`config.mk`:
```
export PLATFORM = sky130hd
export DESIGN_NAME = json_string_field_extractor
export DESIGN_NICKNAME = d
export VERILOG_FILES = /design/src/jsfe_pkg.sv /design/src/jsfe_csr.sv /design/src/jsfe_step.sv /design/src/jsfe_rsp_fifo.sv /design/src/json_string_field_extractor.sv
export SDC_FILE = /design/constraint.sdc
export NUM_CORES = 1
export LEC_CHECK = 0
export BUFFER_PORTS_ARGS = -buffer_cell sky130_fd_sc_hd__buf_2
export CORE_MARGIN = 8
export CORE_UTILIZATION = 56
export CTS_BUF_LIST = sky130_fd_sc_hd__clkbuf_8 sky130_fd_sc_hd__clkbuf_16
export CTS_CLUSTER_SIZE = 12
export DETAILED_ROUTE_END_ITERATION = 7
export HOLD_SLACK_MARGIN = 0.1
export PLACE_DENSITY = 0.76
export SLEW_MARGIN = 15
export SYNTH_ARGS = -nofsm -noshare
export SYNTH_HDL_FRONTEND = slang
export SYNTH_SLANG_ARGS = --single-unit
```
`constraint.sdc`:
```
create_clock -name clock -period 6 [get_ports clock]
set_input_delay 0.9 -clock clock [delete_from_list [all_inputs] [get_ports clock]]
set_output_delay 0.9 -clock clock [all_outputs]
set_load 0.05 [all_outputs]
```
`src/jsfe_pkg.sv`:
```
// Shared types, constants and decode helpers for the JSON string field extractor.
package jsfe_pkg;

   localparam int KEY_MAX_DEF = 8;
   localparam int RSP_DEPTH   = 4;
   localparam int CSR_ADDR_W  = 4;
   localparam int CSR_DATA_W  = 64;
   localparam int KEY_BYTES_W = 64;
   localparam int KEY_LEN_W   = 4;

   localparam logic [7:0]  CH_QUOTE     = 8'h22;
   localparam logic [7:0]  CH_COLON     = 8'h3A;
   localparam logic [7:0]  CH_BACKSLASH = 8'h5C;
   localparam logic [7:0]  CH_U         = 8'h75;
   localparam logic [7:0]  CTRL_LIMIT   = 8'h20;
   localparam logic [15:0] HEX_MAX      = 16'h007F;
   localparam logic [2:0]  HEX_DIGITS   = 3'd4;

   typedef enum logic {
      REG_KEY_BYTES  = 1'b0,
      REG_KEY_LENGTH = 1'b1
   } reg_index_type;

   typedef enum logic [2:0] {
      PH_SEARCH = 3'd0,
      PH_VALUE  = 3'd1,
      PH_ESC    = 3'd2,
      PH_HEX    = 3'd3,
      PH_DONE   = 3'd4
   } phase_type;

   typedef enum logic [1:0] {
      ST_BYTE      = 2'd0,
      ST_COMPLETE  = 2'd1,
      ST_NOT_FOUND = 2'd2,
      ST_MALFORMED = 2'd3
   } status_type;

   typedef struct packed {
      logic [7:0] out_byte;
      logic       byte_valid;
      status_type status;
      logic       field_done;
   } rsp_type;

   // Up to two result beats per input beat, oldest in first.
   typedef struct packed {
      logic [1:0] count;
      rsp_type    first;
      rsp_type    second;
   } push_type;

   typedef struct packed {
      logic [KEY_BYTES_W-1:0] key_bytes;
      logic [KEY_LEN_W-1:0]   key_length;
   } cfg_type;

   // {ok, value}
   function automatic logic [4:0] hex_value(input logic [7:0] c);
      logic [4:0] r;
      r = 5'd0;
      if (c >= 8'h30 && c <= 8'h39) begin
         r = {1'b1, 4'(c - 8'h30)};
      end else if (c >= 8'h61 && c <= 8'h66) begin
         r = {1'b1, 4'(c - 8'h57)};
      end else if (c >= 8'h41 && c <= 8'h46) begin
         r = {1'b1, 4'(c - 8'h37)};
      end
      return r;
   endfunction

   // {ok, decoded byte} for a single-character escape
   function automatic logic [8:0] escape_value(input logic [7:0] c);
      logic [8:0] r;
      unique case (c)
         8'h62:   r = {1'b1, 8'h08};
         8'h66:   r = {1'b1, 8'h0C};
         8'h6E:   r = {1'b1, 8'h0A};
         8'h72:   r = {1'b1, 8'h0D};
         8'h74:   r = {1'b1, 8'h09};
         8'h5C:   r = {1'b1, 8'h5C};
         8'h22:   r = {1'b1, 8'h22};
         default: r = 9'd0;
      endcase
      return r;
   endfunction

endpackage

```
`src/jsfe_csr.sv`:
```
// Configuration registers and their APB-style access port.
module jsfe_csr (
   input  logic                             clock,
   input  logic                             reset,
   input  logic                             csr_psel,
   input  logic                             csr_penable,
   input  logic                             csr_pwrite,
   input  logic [jsfe_pkg::CSR_ADDR_W-1:0]  csr_paddr,
   input  logic [jsfe_pkg::CSR_DATA_W-1:0]  csr_pwdata,
   output logic [jsfe_pkg::CSR_DATA_W-1:0]  csr_prdata,
   output logic                             csr_pready,
   output jsfe_pkg::cfg_type                cfg
);
   import jsfe_pkg::*;

   logic [KEY_BYTES_W-1:0] key_bytes_ff;
   logic [KEY_LEN_W-1:0]   key_length_ff;
   logic                   wr_en;
   reg_index_type          idx;

   assign csr_pready = 1'b1;
   assign wr_en      = csr_psel && csr_penable && csr_pwrite && csr_pready;
   // 64-bit registers sit on 8-byte strides
   assign idx        = reg_index_type'(csr_paddr[3]);

   always_ff @(posedge clock) begin
      if (reset) begin
         key_bytes_ff  <= '0;
         key_length_ff <= KEY_LEN_W'(1);
      end else if (wr_en) begin
         unique case (idx)
            REG_KEY_BYTES:  key_bytes_ff  <= csr_pwdata;
            REG_KEY_LENGTH: key_length_ff <= csr_pwdata[KEY_LEN_W-1:0];
            default: ;
         endcase
      end
   end

   always_comb begin
      unique case (idx)
         REG_KEY_BYTES:  csr_prdata = key_bytes_ff;
         REG_KEY_LENGTH: csr_prdata = CSR_DATA_W'(key_length_ff);
         default:        csr_prdata = '0;
      endcase
   end

   assign cfg.key_bytes  = key_bytes_ff;
   assign cfg.key_length = key_length_ff;

endmodule

```
`src/jsfe_step.sv`:
```
// Per-byte decode: marker window, value phase machine and escape decoding.
module jsfe_step #(
   parameter int KEY_MAX = jsfe_pkg::KEY_MAX_DEF
) (
   input  logic               clock,
   input  logic               reset,
   input  logic               accept,
   input  logic [7:0]         in_byte,
   input  logic               end_of_text,
   input  jsfe_pkg::cfg_type  cfg,
   output jsfe_pkg::push_type push
);
   import jsfe_pkg::*;

   localparam int WinDepth = KEY_MAX + 4;
   localparam int WinIdxW  = $clog2(WinDepth);

   logic [7:0]   win_ff [WinDepth];
   logic [7:0]   win_shift [WinDepth];
   phase_type    phase_ff, phase_in, phase_mid;
   logic [2:0]   digits_ff, digits_in;
   logic [15:0]  acc_ff, acc_in;

   logic [KEY_LEN_W-1:0] klen;
   logic         marker;
   logic [4:0]   hv;
   logic [8:0]   ev;
   logic [15:0]  acc_next;
   logic [2:0]   digits_next;
   logic         p_valid, e_valid;
   rsp_type      p_rsp, e_rsp;

   // Clamp key length into 1..KEY_MAX
   always_comb begin
      priority if (cfg.key_length == '0) begin
         klen = KEY_LEN_W'(1);
      end else if (cfg.key_length > KEY_LEN_W'(KEY_MAX)) begin
         klen = KEY_LEN_W'(KEY_MAX);
      end else begin
         klen = cfg.key_length;
      end
   end

   always_comb begin
      win_shift[0] = in_byte;
      for (int i = 1; i < WinDepth; i++) begin
         win_shift[i] = win_ff[i-1];
      end
   end

   // Newest byte first: quote colon quote, key reversed, opening quote
   always_comb begin
      logic [2:0] kpos;
      marker = (win_shift[0] == CH_QUOTE) && (win_shift[1] == CH_COLON) &&
               (win_shift[2] == CH_QUOTE) &&
               (win_shift[WinIdxW'(klen) + WinIdxW'(3)] == CH_QUOTE);
      for (int i = 0; i < KEY_MAX; i++) begin
         kpos = 3'(klen - KEY_LEN_W'(1) - KEY_LEN_W'(i));
         if (KEY_LEN_W'(i) < klen) begin
            if (win_shift[3+i] != cfg.key_bytes[8*kpos +: 8]) begin
               marker = 1'b0;
            end
         end
      end
   end

   assign hv          = hex_value(in_byte);
   assign ev          = escape_value(in_byte);
   assign acc_next    = {acc_ff[11:0], hv[3:0]};
   assign digits_next = digits_ff + 3'd1;

   always_comb begin
      phase_mid = phase_ff;
      digits_in = digits_ff;
      acc_in    = acc_ff;
      p_valid   = 1'b0;
      p_rsp     = '{out_byte: 8'd0, byte_valid: 1'b0, status: ST_MALFORMED,
                    field_done: 1'b1};
      unique case (phase_ff)
         PH_SEARCH: begin
            if (marker) begin
               phase_mid = PH_VALUE;
            end
         end
         PH_VALUE: begin
            priority if (in_byte == CH_BACKSLASH) begin
               phase_mid = PH_ESC;
            end else if (in_byte == CH_QUOTE) begin
               p_valid      = 1'b1;
               p_rsp.status = ST_COMPLETE;
               phase_mid    = PH_DONE;
            end else if (in_byte < CTRL_LIMIT) begin
               p_valid   = 1'b1;
               phase_mid = PH_DONE;
            end else begin
               p_valid = 1'b1;
               p_rsp   = '{out_byte: in_byte, byte_valid: 1'b1, status: ST_BYTE,
                           field_done: 1'b0};
            end
         end
         PH_ESC: begin
            priority if (in_byte == CH_U) begin
               phase_mid = PH_HEX;
               digits_in = 3'd0;
               acc_in    = 16'd0;
            end else if (ev[8]) begin
               p_valid   = 1'b1;
               p_rsp     = '{out_byte: ev[7:0], byte_valid: 1'b1, status: ST_BYTE,
                             field_done: 1'b0};
               phase_mid = PH_VALUE;
            end else begin
               p_valid   = 1'b1;
               phase_mid = PH_DONE;
            end
         end
         PH_HEX: begin
            priority if (!hv[4]) begin
               p_valid   = 1'b1;
               phase_mid = PH_DONE;
            end else if (digits_next >= HEX_DIGITS) begin
               p_valid   = 1'b1;
               digits_in = 3'd0;
               acc_in    = 16'd0;
               if (acc_next > HEX_MAX) begin
                  phase_mid = PH_DONE;
               end else begin
                  p_rsp     = '{out_byte: acc_next[7:0], byte_valid: 1'b1,
                                status: ST_BYTE, field_done: 1'b0};
                  phase_mid = PH_VALUE;
               end
            end else begin
               digits_in = digits_next;
               acc_in    = acc_next;
            end
         end
         default: phase_mid = PH_DONE;
      endcase
   end

   // End of text closes any open field
   always_comb begin
      e_valid = end_of_text && (phase_mid != PH_DONE);
      e_rsp   = '{out_byte: 8'd0, byte_valid: 1'b0,
                  status: (phase_mid == PH_SEARCH) ? ST_NOT_FOUND : ST_MALFORMED,
                  field_done: 1'b1};
      phase_in = end_of_text ? PH_SEARCH : phase_mid;
   end

   always_comb begin
      push.count  = accept ? (2'(p_valid) + 2'(e_valid)) : 2'd0;
      push.first  = p_valid ? p_rsp : e_rsp;
      push.second = e_rsp;
   end

   always_ff @(posedge clock) begin
      if (reset) begin
         phase_ff  <= PH_SEARCH;
         digits_ff <= 3'd0;
         acc_ff    <= 16'd0;
         for (int i = 0; i < WinDepth; i++) begin
            win_ff[i] <= 8'd0;
         end
      end else if (accept) begin
         phase_ff <= phase_in;
         if (end_of_text) begin
            digits_ff <= 3'd0;
            acc_ff    <= 16'd0;
            for (int i = 0; i < WinDepth; i++) begin
               win_ff[i] <= 8'd0;
            end
         end else begin
            digits_ff <= digits_in;
            acc_ff    <= acc_in;
            if (phase_ff == PH_SEARCH) begin
               for (int i = 0; i < WinDepth; i++) begin
                  win_ff[i] <= win_shift[i];
               end
            end
         end
      end
   end

   a_done_silent: assert property (@(posedge clock) disable iff (reset)
      (accept && phase_ff == PH_DONE && !end_of_text) |-> push.count == 2'd0)
      else $error("finished field produced a result");

   a_text_restart: assert property (@(posedge clock) disable iff (reset)
      (accept && end_of_text) |=> (phase_ff == PH_SEARCH && digits_ff == 3'd0))
      else $error("state not cleared after final beat");

   a_two_only_at_end: assert property (@(posedge clock) disable iff (reset)
      (push.count == 2'd2) |-> (end_of_text && push.second.field_done))
      else $error("second result without end of text");

   a_hex_count: assert property (@(posedge clock) disable iff (reset)
      digits_ff < HEX_DIGITS)
      else $error("hex digit count overran");

endmodule

```
`src/jsfe_rsp_fifo.sv`:
```
// Result queue: takes up to two result beats a cycle, issues one unless rsp is stalled.
module jsfe_rsp_fifo (
   input  logic               clock,
   input  logic               reset,
   input  jsfe_pkg::push_type push,
   output logic               room,
   output jsfe_pkg::rsp_type  head,
   output logic               rsp_valid,
   input  logic               rsp_stall
);
   import jsfe_pkg::*;

   localparam int PtrW = $clog2(RSP_DEPTH);
   localparam int CntW = PtrW + 1;

   rsp_type         mem_ff [RSP_DEPTH];
   logic [PtrW-1:0] wr_ptr_ff, wr_ptr_in;
   logic [PtrW-1:0] rd_ptr_ff, rd_ptr_in;
   logic [CntW-1:0] count_ff, count_in;
   logic            pop;

   assign rsp_valid = (count_ff != '0);
   assign pop       = rsp_valid && !rsp_stall;
   // Leave space for a two-beat push regardless of a pop this cycle
   assign room      = (count_ff <= CntW'(RSP_DEPTH - 2));
   assign head      = mem_ff[rd_ptr_ff];

   always_comb begin
      wr_ptr_in = wr_ptr_ff + PtrW'(push.count);
      rd_ptr_in = rd_ptr_ff + PtrW'(pop);
      count_in  = count_ff + CntW'(push.count) - CntW'(pop);
   end

   always_ff @(posedge clock) begin
      if (reset) begin
         wr_ptr_ff <= '0;
         rd_ptr_ff <= '0;
         count_ff  <= '0;
      end else begin
         wr_ptr_ff <= wr_ptr_in;
         rd_ptr_ff <= rd_ptr_in;
         count_ff  <= count_in;
      end
   end

   always_ff @(posedge clock) begin
      if (push.count != 2'd0) begin
         mem_ff[wr_ptr_ff] <= push.first;
      end
      if (push.count == 2'd2) begin
         mem_ff[wr_ptr_ff + PtrW'(1)] <= push.second;
      end
   end

   a_no_overflow: assert property (@(posedge clock) disable iff (reset)
      count_ff <= CntW'(RSP_DEPTH))
      else $error("result queue overflow");

   a_push_fits: assert property (@(posedge clock) disable iff (reset)
      (push.count != 2'd0) |-> room)
      else $error("push into a full queue");

   a_count_track: assert property (@(posedge clock) disable iff (reset)
      (push.count == 2'd0 && !pop) |=> $stable(count_ff))
      else $error("queue count moved while idle");

endmodule

```
`src/json_string_field_extractor.sv`:
```
// Top level of the JSON string field extractor.
//
//  channel | direction | handshake            | payload
//  req     | in        | req_valid/req_stall  | in_byte, end_of_text
//  rsp     | out       | rsp_valid/rsp_stall  | out_byte, byte_valid, status, field_done
//  csr     | in/out    | psel/penable/pready  | key_bytes @0x0, key_length @0x8
//
// One text byte is accepted per cycle while the queue has room; its results enter
// a 4-entry result queue at the same edge, and the registered queue head is shown on rsp.
// A byte that yields two results (a decoded byte on the final byte of text)
// is issued as two result beats; the queue stalls req once it holds more than two.
// Reset is synchronous and clears the window, phase and queue; no clearing pass.
// A stall on rsp holds the head result; req keeps flowing until over two are queued.
module json_string_field_extractor #(
   parameter int KEY_MAX = jsfe_pkg::KEY_MAX_DEF
) (
   input  logic                             clock,
   input  logic                             reset,
   input  logic                             req_valid,
   output logic                             req_stall,
   input  logic [7:0]                       req_in_byte,
   input  logic                             req_end_of_text,
   output logic                             rsp_valid,
   input  logic                             rsp_stall,
   output logic [7:0]                       rsp_out_byte,
   output logic                             rsp_byte_valid,
   output logic [1:0]                       rsp_status,
   output logic                             rsp_field_done,
   input  logic                             csr_psel,
   input  logic                             csr_penable,
   input  logic                             csr_pwrite,
   input  logic [jsfe_pkg::CSR_ADDR_W-1:0]  csr_paddr,
   input  logic [jsfe_pkg::CSR_DATA_W-1:0]  csr_pwdata,
   output logic [jsfe_pkg::CSR_DATA_W-1:0]  csr_prdata,
   output logic                             csr_pready
);
   import jsfe_pkg::*;

   cfg_type  cfg;
   push_type push;
   rsp_type  head;
   logic     room;
   logic     accept;

   assign req_stall = !room;
   assign accept    = req_valid && !req_stall;

   jsfe_csr u_csr (
      .clock       (clock),
      .reset       (reset),
      .csr_psel    (csr_psel),
      .csr_penable (csr_penable),
      .csr_pwrite  (csr_pwrite),
      .csr_paddr   (csr_paddr),
      .csr_pwdata  (csr_pwdata),
      .csr_prdata  (csr_prdata),
      .csr_pready  (csr_pready),
      .cfg         (cfg)
   );

   jsfe_step #(
      .KEY_MAX (KEY_MAX)
   ) u_step (
      .clock       (clock),
      .reset       (reset),
      .accept      (accept),
      .in_byte     (req_in_byte),
      .end_of_text (req_end_of_text),
      .cfg         (cfg),
      .push        (push)
   );

   jsfe_rsp_fifo u_fifo (
      .clock     (clock),
      .reset     (reset),
      .push      (push),
      .room      (room),
      .head      (head),
      .rsp_valid (rsp_valid),
      .rsp_stall (rsp_stall)
   );

   assign rsp_out_byte   = head.out_byte;
   assign rsp_byte_valid = head.byte_valid;
   assign rsp_status     = head.status;
   assign rsp_field_done = head.field_done;

endmodule
```
* Word level (Yosys, flattened, before mapping)
Memory sizes are Yosys's and may differ from the RTL's. A register that Yosys moved wholly into a read port is not among the register bits.
Index checks and enable logic that the tools add are counted.
** Word-level totals
- Bits of input ports :: 84
- Register bits :: 93
- RAM bits :: 144
- Memories :: 2
- Word-level logic and storage cells :: 237
- Output and inout port bits :: 79
** Operators by class
- Order comparisons :: 20
- Reductions and logical operators :: 22
- $add $sub $neg :: 19
- Shifts and indexed selects :: 8
- Muxes and demuxes :: 106
- Equality and inequality tests :: 26
- Bitwise gates (word level) :: 26
** Memory list
- u_step.win_ff :: depth 12, width 8, rd ports 11, clocked after memory_dff 0, write ports 12, RTL line jsfe_step.sv:18 : logic [7:0] win_ff [WinDepth];
- u_fifo.mem_ff :: depth 4, width 12, rd ports 1, clocked after memory_dff 1, write ports 2, RTL line jsfe_rsp_fifo.sv:16 : rsp_type mem_ff [RSP_DEPTH];
** Operator list (number)
- $shiftx 64x7->8 :: 8
- $mux 8 :: 26
- $mux 12 :: 12
- $pmux 64 s2 :: 1
- $ne 8x8->1 :: 8
- $pmux 9 s7 :: 1
- $eq 8x7->1 const B :: 7
- $mux 3 :: 14
- $mux 1 :: 37
- $pmux 12 s3 :: 1
- $bmux 8 s4 :: 1
- $eq 8x6->1 const B :: 4
- $or 1x1->1 :: 24
- $pmux 12 s2 :: 1
- $ge 8x7->1 const B :: 2
- $gt 16x7->1 const B :: 1
- $le 8x7->1 const B :: 2
- $lt 3x4->1 const A :: 4
- $mux 5 :: 3
- $pmux 3 s4 :: 1
- $sub 3x3->3 const B :: 4
- $logic_and 1x1->1 :: 11
- $mux 9 :: 1
- $ge 8x6->1 const B :: 1
- 38 further kinds :: 52

* Logic depth before layout (Yosys ltp)
- Depth after elaboration :: 35
- Depth in mapped cells :: 22

* Modules after synthesis
A second synthesis with hierarchy kept.
** Unflattened totals
- Cells, all modules :: 1590
- Area total of the unflattened synthesis :: 16079.2 um2
** Modules (own cells, without submodules)
- jsfe_step :: area an instance 9808.2 um2, instances 1, sequential area each 3002.9 um2, cells each 1055
- jsfe_csr :: area an instance 3477.1 um2, instances 1, sequential area each 1361.3 um2, cells each 365
- jsfe_rsp_fifo :: area an instance 2783.9 um2, instances 1, sequential area each 1581.5 um2, cells each 168
- json_string_field_extractor :: area an instance 10.0 um2, instances 1, sequential area each 0.0 um2, cells each 2

* Least setup slack after synthesis
OpenSTA, ideal clock, no wires.
- Kind :: input-to-reg
- Start point :: input req_end_of_text
- End point :: memory u_step.win_ff[0][0], enable pin
- Slack :: 0.531 ns
- Arrival time :: 4.935 ns
- Buffers on the path :: 1
- Stages on the path :: 3
- Cells stage by stage :: clkbuf_1 nor2_1 o21bai_1
** RTL lines
- from (decl) :: RTL line json_string_field_extractor.sv:22 : input logic req_end_of_text,
- to (decl) :: RTL line jsfe_step.sv:18

==> impl_metrics.json <==
{
  "run_status": "completed",
  "dp_hpwl_um": 36690,
  "max-vdd-ir-drop_mv": 0.3202,
  "detailedRoute.firstIterationViolations": 1859,
  "power.net_switching_w": 0.001280,
  "power.density_cell_area_nw_per_um2": 256.0,
  "final_nets": 1830,
  "clockPowerShare_pct": 34.7,
  "skew_ns": 0.02716,
  "clock_sinks": 229,
  "cp.required_ns": 6.41,
  "post_drt_via_cell_ratio": 6.552,
  "postSynthNetCount": 1739,
  "netlist.area_leader.share_pct": 18.81,
  "place_inst": 2038,
  "synth_area_per_cell_um2": 8.960,
  "crit_type": "register to register",
  "postSynthRegisterBits": 229,
  "rows": 59,
  "fin_hold_ws_ns": 0.4504,
  "first_pass_iters": 6,
  "routed-via-count": 13650,
  "antenna_violations_before_repair": 7,
  "drt_wl_total_um": 50290,
  "worstSetupEndpointType": "register",
  "hold_fix_buffer_count_after_cts": 0,
  "cp-start-kind": "register",
  "postSynth.topFlopCell": "sky130_fd_sc_hd__dfxtp_1",
  "synth_common_cells": "sky130_fd_sc_hd__nand2_1, sky130_fd_sc_hd__a21oi_1, sky130_fd_sc_hd__dfxtp_1",
  "share_of_synthesized_flip_flops_with_an_asynchronous_set_or_reset_pct": 0,
  "die_width_um": 177.9,
  "post_cts.resized_instances": 0,
  "netlist_top_cells_area": "sky130_fd_sc_hd__edfxtp_1, sky130_fd_sc_hd__dfxtp_1, sky130_fd_sc_hd__mux4_2",
  "worst_slew_pin_slew_ns": 1.194,
  "core_area_um2": 25910,
  "grt_first_pass_wirelength_um": 77340,
  "die-height_um": 177.9,
  "power_leakage_nw": 6.319,
  "post-route-period-util_pct": 84.84,
  "port-buffer-count": 158,
  "power.internal_w": 0.002912,
  "drtAntennaViolNets": 0,
  "timing.max_slew.rel_slack_pct": 20.24,
  "post_synth_instance_area_um2": 14690,
  "initial_utilization_pct": 56.68,
  "drive_gt1_share_pct": 17.19,
  "min_path_type": "register to register",
  "drc": 0,
  "max_cap_viols": 0,
  "rsz0062_at_grt": "false",
  "clock_tree_from_tritoncts": "yes",
  "clkSlewWorstSetupHoldPaths_ns": 0.06,
  "post_layout_min_period_ns": 5.091,
  "pin_count": 163,
  "swShare_pct": 30.54,
  "tritoncts.num_buffers": 25,
  "synthesis.instances": 1639,
  "slew_viol_final": 0,
  "die-area_um2": 31660,
  "fmax_mhz": 196.4,
  "grt_ovf": 0,
  "grt_max_degree": 89,
  "p_comb_share_pct": 18.5,
  "post_layout_instance_count_excluding_filler_cells": 2083,
  "gp_routability_congestion": 0.9795,
  "register_area_um2": 5505,
  "total_setup_violations_reported_at_the_end_of_the_flow": 0,
  "ys.warnings.count": 0,
  "drt-wirelength-per-cell_um": 24.14,
  "fill_cells": 2201,
  "postCtsSetupRepairBufs": 0,
  "cts.root.buffer_cell": "sky130_fd_sc_hd__clkbuf_16",
  "overall_power_w": 0.004192,
  "first_global_vias": 12990,
  "netlist-cell-type-count": 84,
  "clkLatencyLatePin_ns": 0.55,
  "yosys.cell_count.top_type": "sky130_fd_sc_hd__nand2_1",
  "layout_area_growth_over_synthesis_pct": 11.53,
  "synthDominantAreaCellType": "sky130_fd_sc_hd__edfxtp_1",
  "timing_hold_violations_final": 0,
  "globalRouteTotalUtil_pct": 31.42,
  "worst_ep_arrival_time_ns": 5.50,
  "synth_edf_count": 92,
  "h-tree-depth": 1,
  "seq_area_frac_synth_pct": 37.49,
  "clock_path_buffers": 3,
  "setup_tns_ns": 0,
  "critical_path_peak_fanout": 12,
  "sequential_fraction_of_design_power_pct": 46.8,
  "area_of_the_multi_input_gates_um2": 8552
}
-- cell usage in the layout, fill, tap and decap left out, types with 24 or more instances in the layout --
cell type / netlist / final
sky130_fd_sc_hd__buf_2: 18 / 158
sky130_fd_sc_hd__edfxtp_1: 92 / 92
sky130_fd_sc_hd__nor2_1: 95 / 94
sky130_fd_sc_hd__xnor2_1: 45 / 45
sky130_fd_sc_hd__xor2_1: 34 / 34
sky130_fd_sc_hd__a22o_1: 24 / 24
sky130_fd_sc_hd__mux2i_1: 66 / 66
sky130_fd_sc_hd__nand3_1: 41 / 41
sky130_fd_sc_hd__inv_1: 33 / 40
sky130_fd_sc_hd__nor2b_1: 69 / 69
sky130_fd_sc_hd__mux4_2: 43 / 43
sky130_fd_sc_hd__dfxtp_1: 137 / 137
sky130_fd_sc_hd__o21ai_0: 62 / 62
sky130_fd_sc_hd__nor3_1: 33 / 32
sky130_fd_sc_hd__clkbuf_16: 0 / 25
sky130_fd_sc_hd__nand2_1: 221 / 221
sky130_fd_sc_hd__and2_1: 94 / 94
sky130_fd_sc_hd__a21oi_1: 139 / 139
sky130_fd_sc_hd__buf_4: 7 / 28
-- layer usage --
layer | GRT usage [%] | wire [um] | up-vias
li1 | - | - | 6130
met5 | 0 | 49 | -
met4 | 10.46 | 1676 | 8
met3 | 8.021 | 5699 | 127
met1 | 43.41 | 20640 | 6632
met2 | 47.21 | 22230 | 751
-- layout make-up --
| type | instances | area share [%] |
|---|---|---|
| multi-input cells | 1252 | 52.22 |
| flip-flops and latches | 229 | 33.61 |
| repair buffers | 186 | 6.112 |
| clock buffers | 28 | 4.072 |
| well taps | 335 | 2.559 |
| inverters | 36 | 0.8251 |
| clock inverters | 14 | 0.5577 |
| diodes | 3 | 0.04584 |
-- power groups by stage --
stage          Clock (W)  Sequential [W]  Combinational (W)
2_1_floorplan          0         0.00190           0.000607
3_3_place_gp           0         0.00198           0.000749
3_5_place_dp           0         0.00199           0.000763
4_1_cts          0.00147         0.00196           0.000766
5_1_grt          0.00153         0.00198           0.000840
6_report         0.00145         0.00196           0.000777
-- state kept, by name, summed over array words and instances (netlist names), 3 cells and up --
name,cells
u_step.digits_ff,3
u_step.phase_ff,3
u_fifo.count_ff,3
u_step.win_ff,88
u_csr.key_length_ff,4
u_csr.key_bytes_ff,64
u_step.acc_ff,12
u_fifo.mem_ff,48
-- worst max-delay path, stage by stage (launching register included) --
cell and delay [ns]:
sky130_fd_sc_hd__dfxtp_1 0.59, sky130_fd_sc_hd__inv_1 0.27, sky130_fd_sc_hd__nand2_1 0.15, sky130_fd_sc_hd__ha_1 0.18
sky130_fd_sc_hd__ha_1 0.42, sky130_fd_sc_hd__nor4_1 0.68, sky130_fd_sc_hd__or2_1 0.51, sky130_fd_sc_hd__mux4_1 0.37
sky130_fd_sc_hd__mux2i_1 0.32, sky130_fd_sc_hd__xnor2_1 0.10, sky130_fd_sc_hd__or4_1 0.44, sky130_fd_sc_hd__o31ai_1 0.29
sky130_fd_sc_hd__a41o_1 0.27, sky130_fd_sc_hd__a21o_2 0.19, sky130_fd_sc_hd__and3_1 0.17
-- metrics by stage --
step / setup WS, ns / utilization [%] / cell area, um^2
6_report: 0.9094 / 63.21 / 16380
3_5_place_dp: 1.096 / 60.21 / 15600
3_3_place_gp: 1.176 / 60.21 / 15600
4_1_cts: 1.073 / 63.14 / 16360
5_1_grt: 0.6881 / 63.19 / 16370
2_1_floorplan: 0.5305 / - / 14690
-- final timing paths --
kind                                from                  end  slack (ns)  cells past startpoint
setup / recovery  u_csr.key_length_ff[3]  u_fifo.mem_ff[3][1]        0.91                     14
hold / removal       u_fifo.mem_ff[3][3]  u_fifo.mem_ff[3][3]        0.45                      2
setup reg to reg  u_csr.key_length_ff[3]  u_fifo.mem_ff[3][1]        0.91                     14
hold reg to reg      u_fifo.mem_ff[3][3]  u_fifo.mem_ff[3][3]        0.45                      2
-- kinds of logic (layout without fill, tap and decap cells) --
family	count (synthesis)	count (layout)	share of synthesized area, %
simple gates	654	654	22.53
compound gates	377	377	16.78
flops	229	229	37.49
buf+inv	158	264	4.524
mux	125	125	12.52
xor+xnor	79	79	4.712
fa+ha+maj	16	16	1.414
other cells	1	4	0.02554
(Power assumes the default switching activity.)
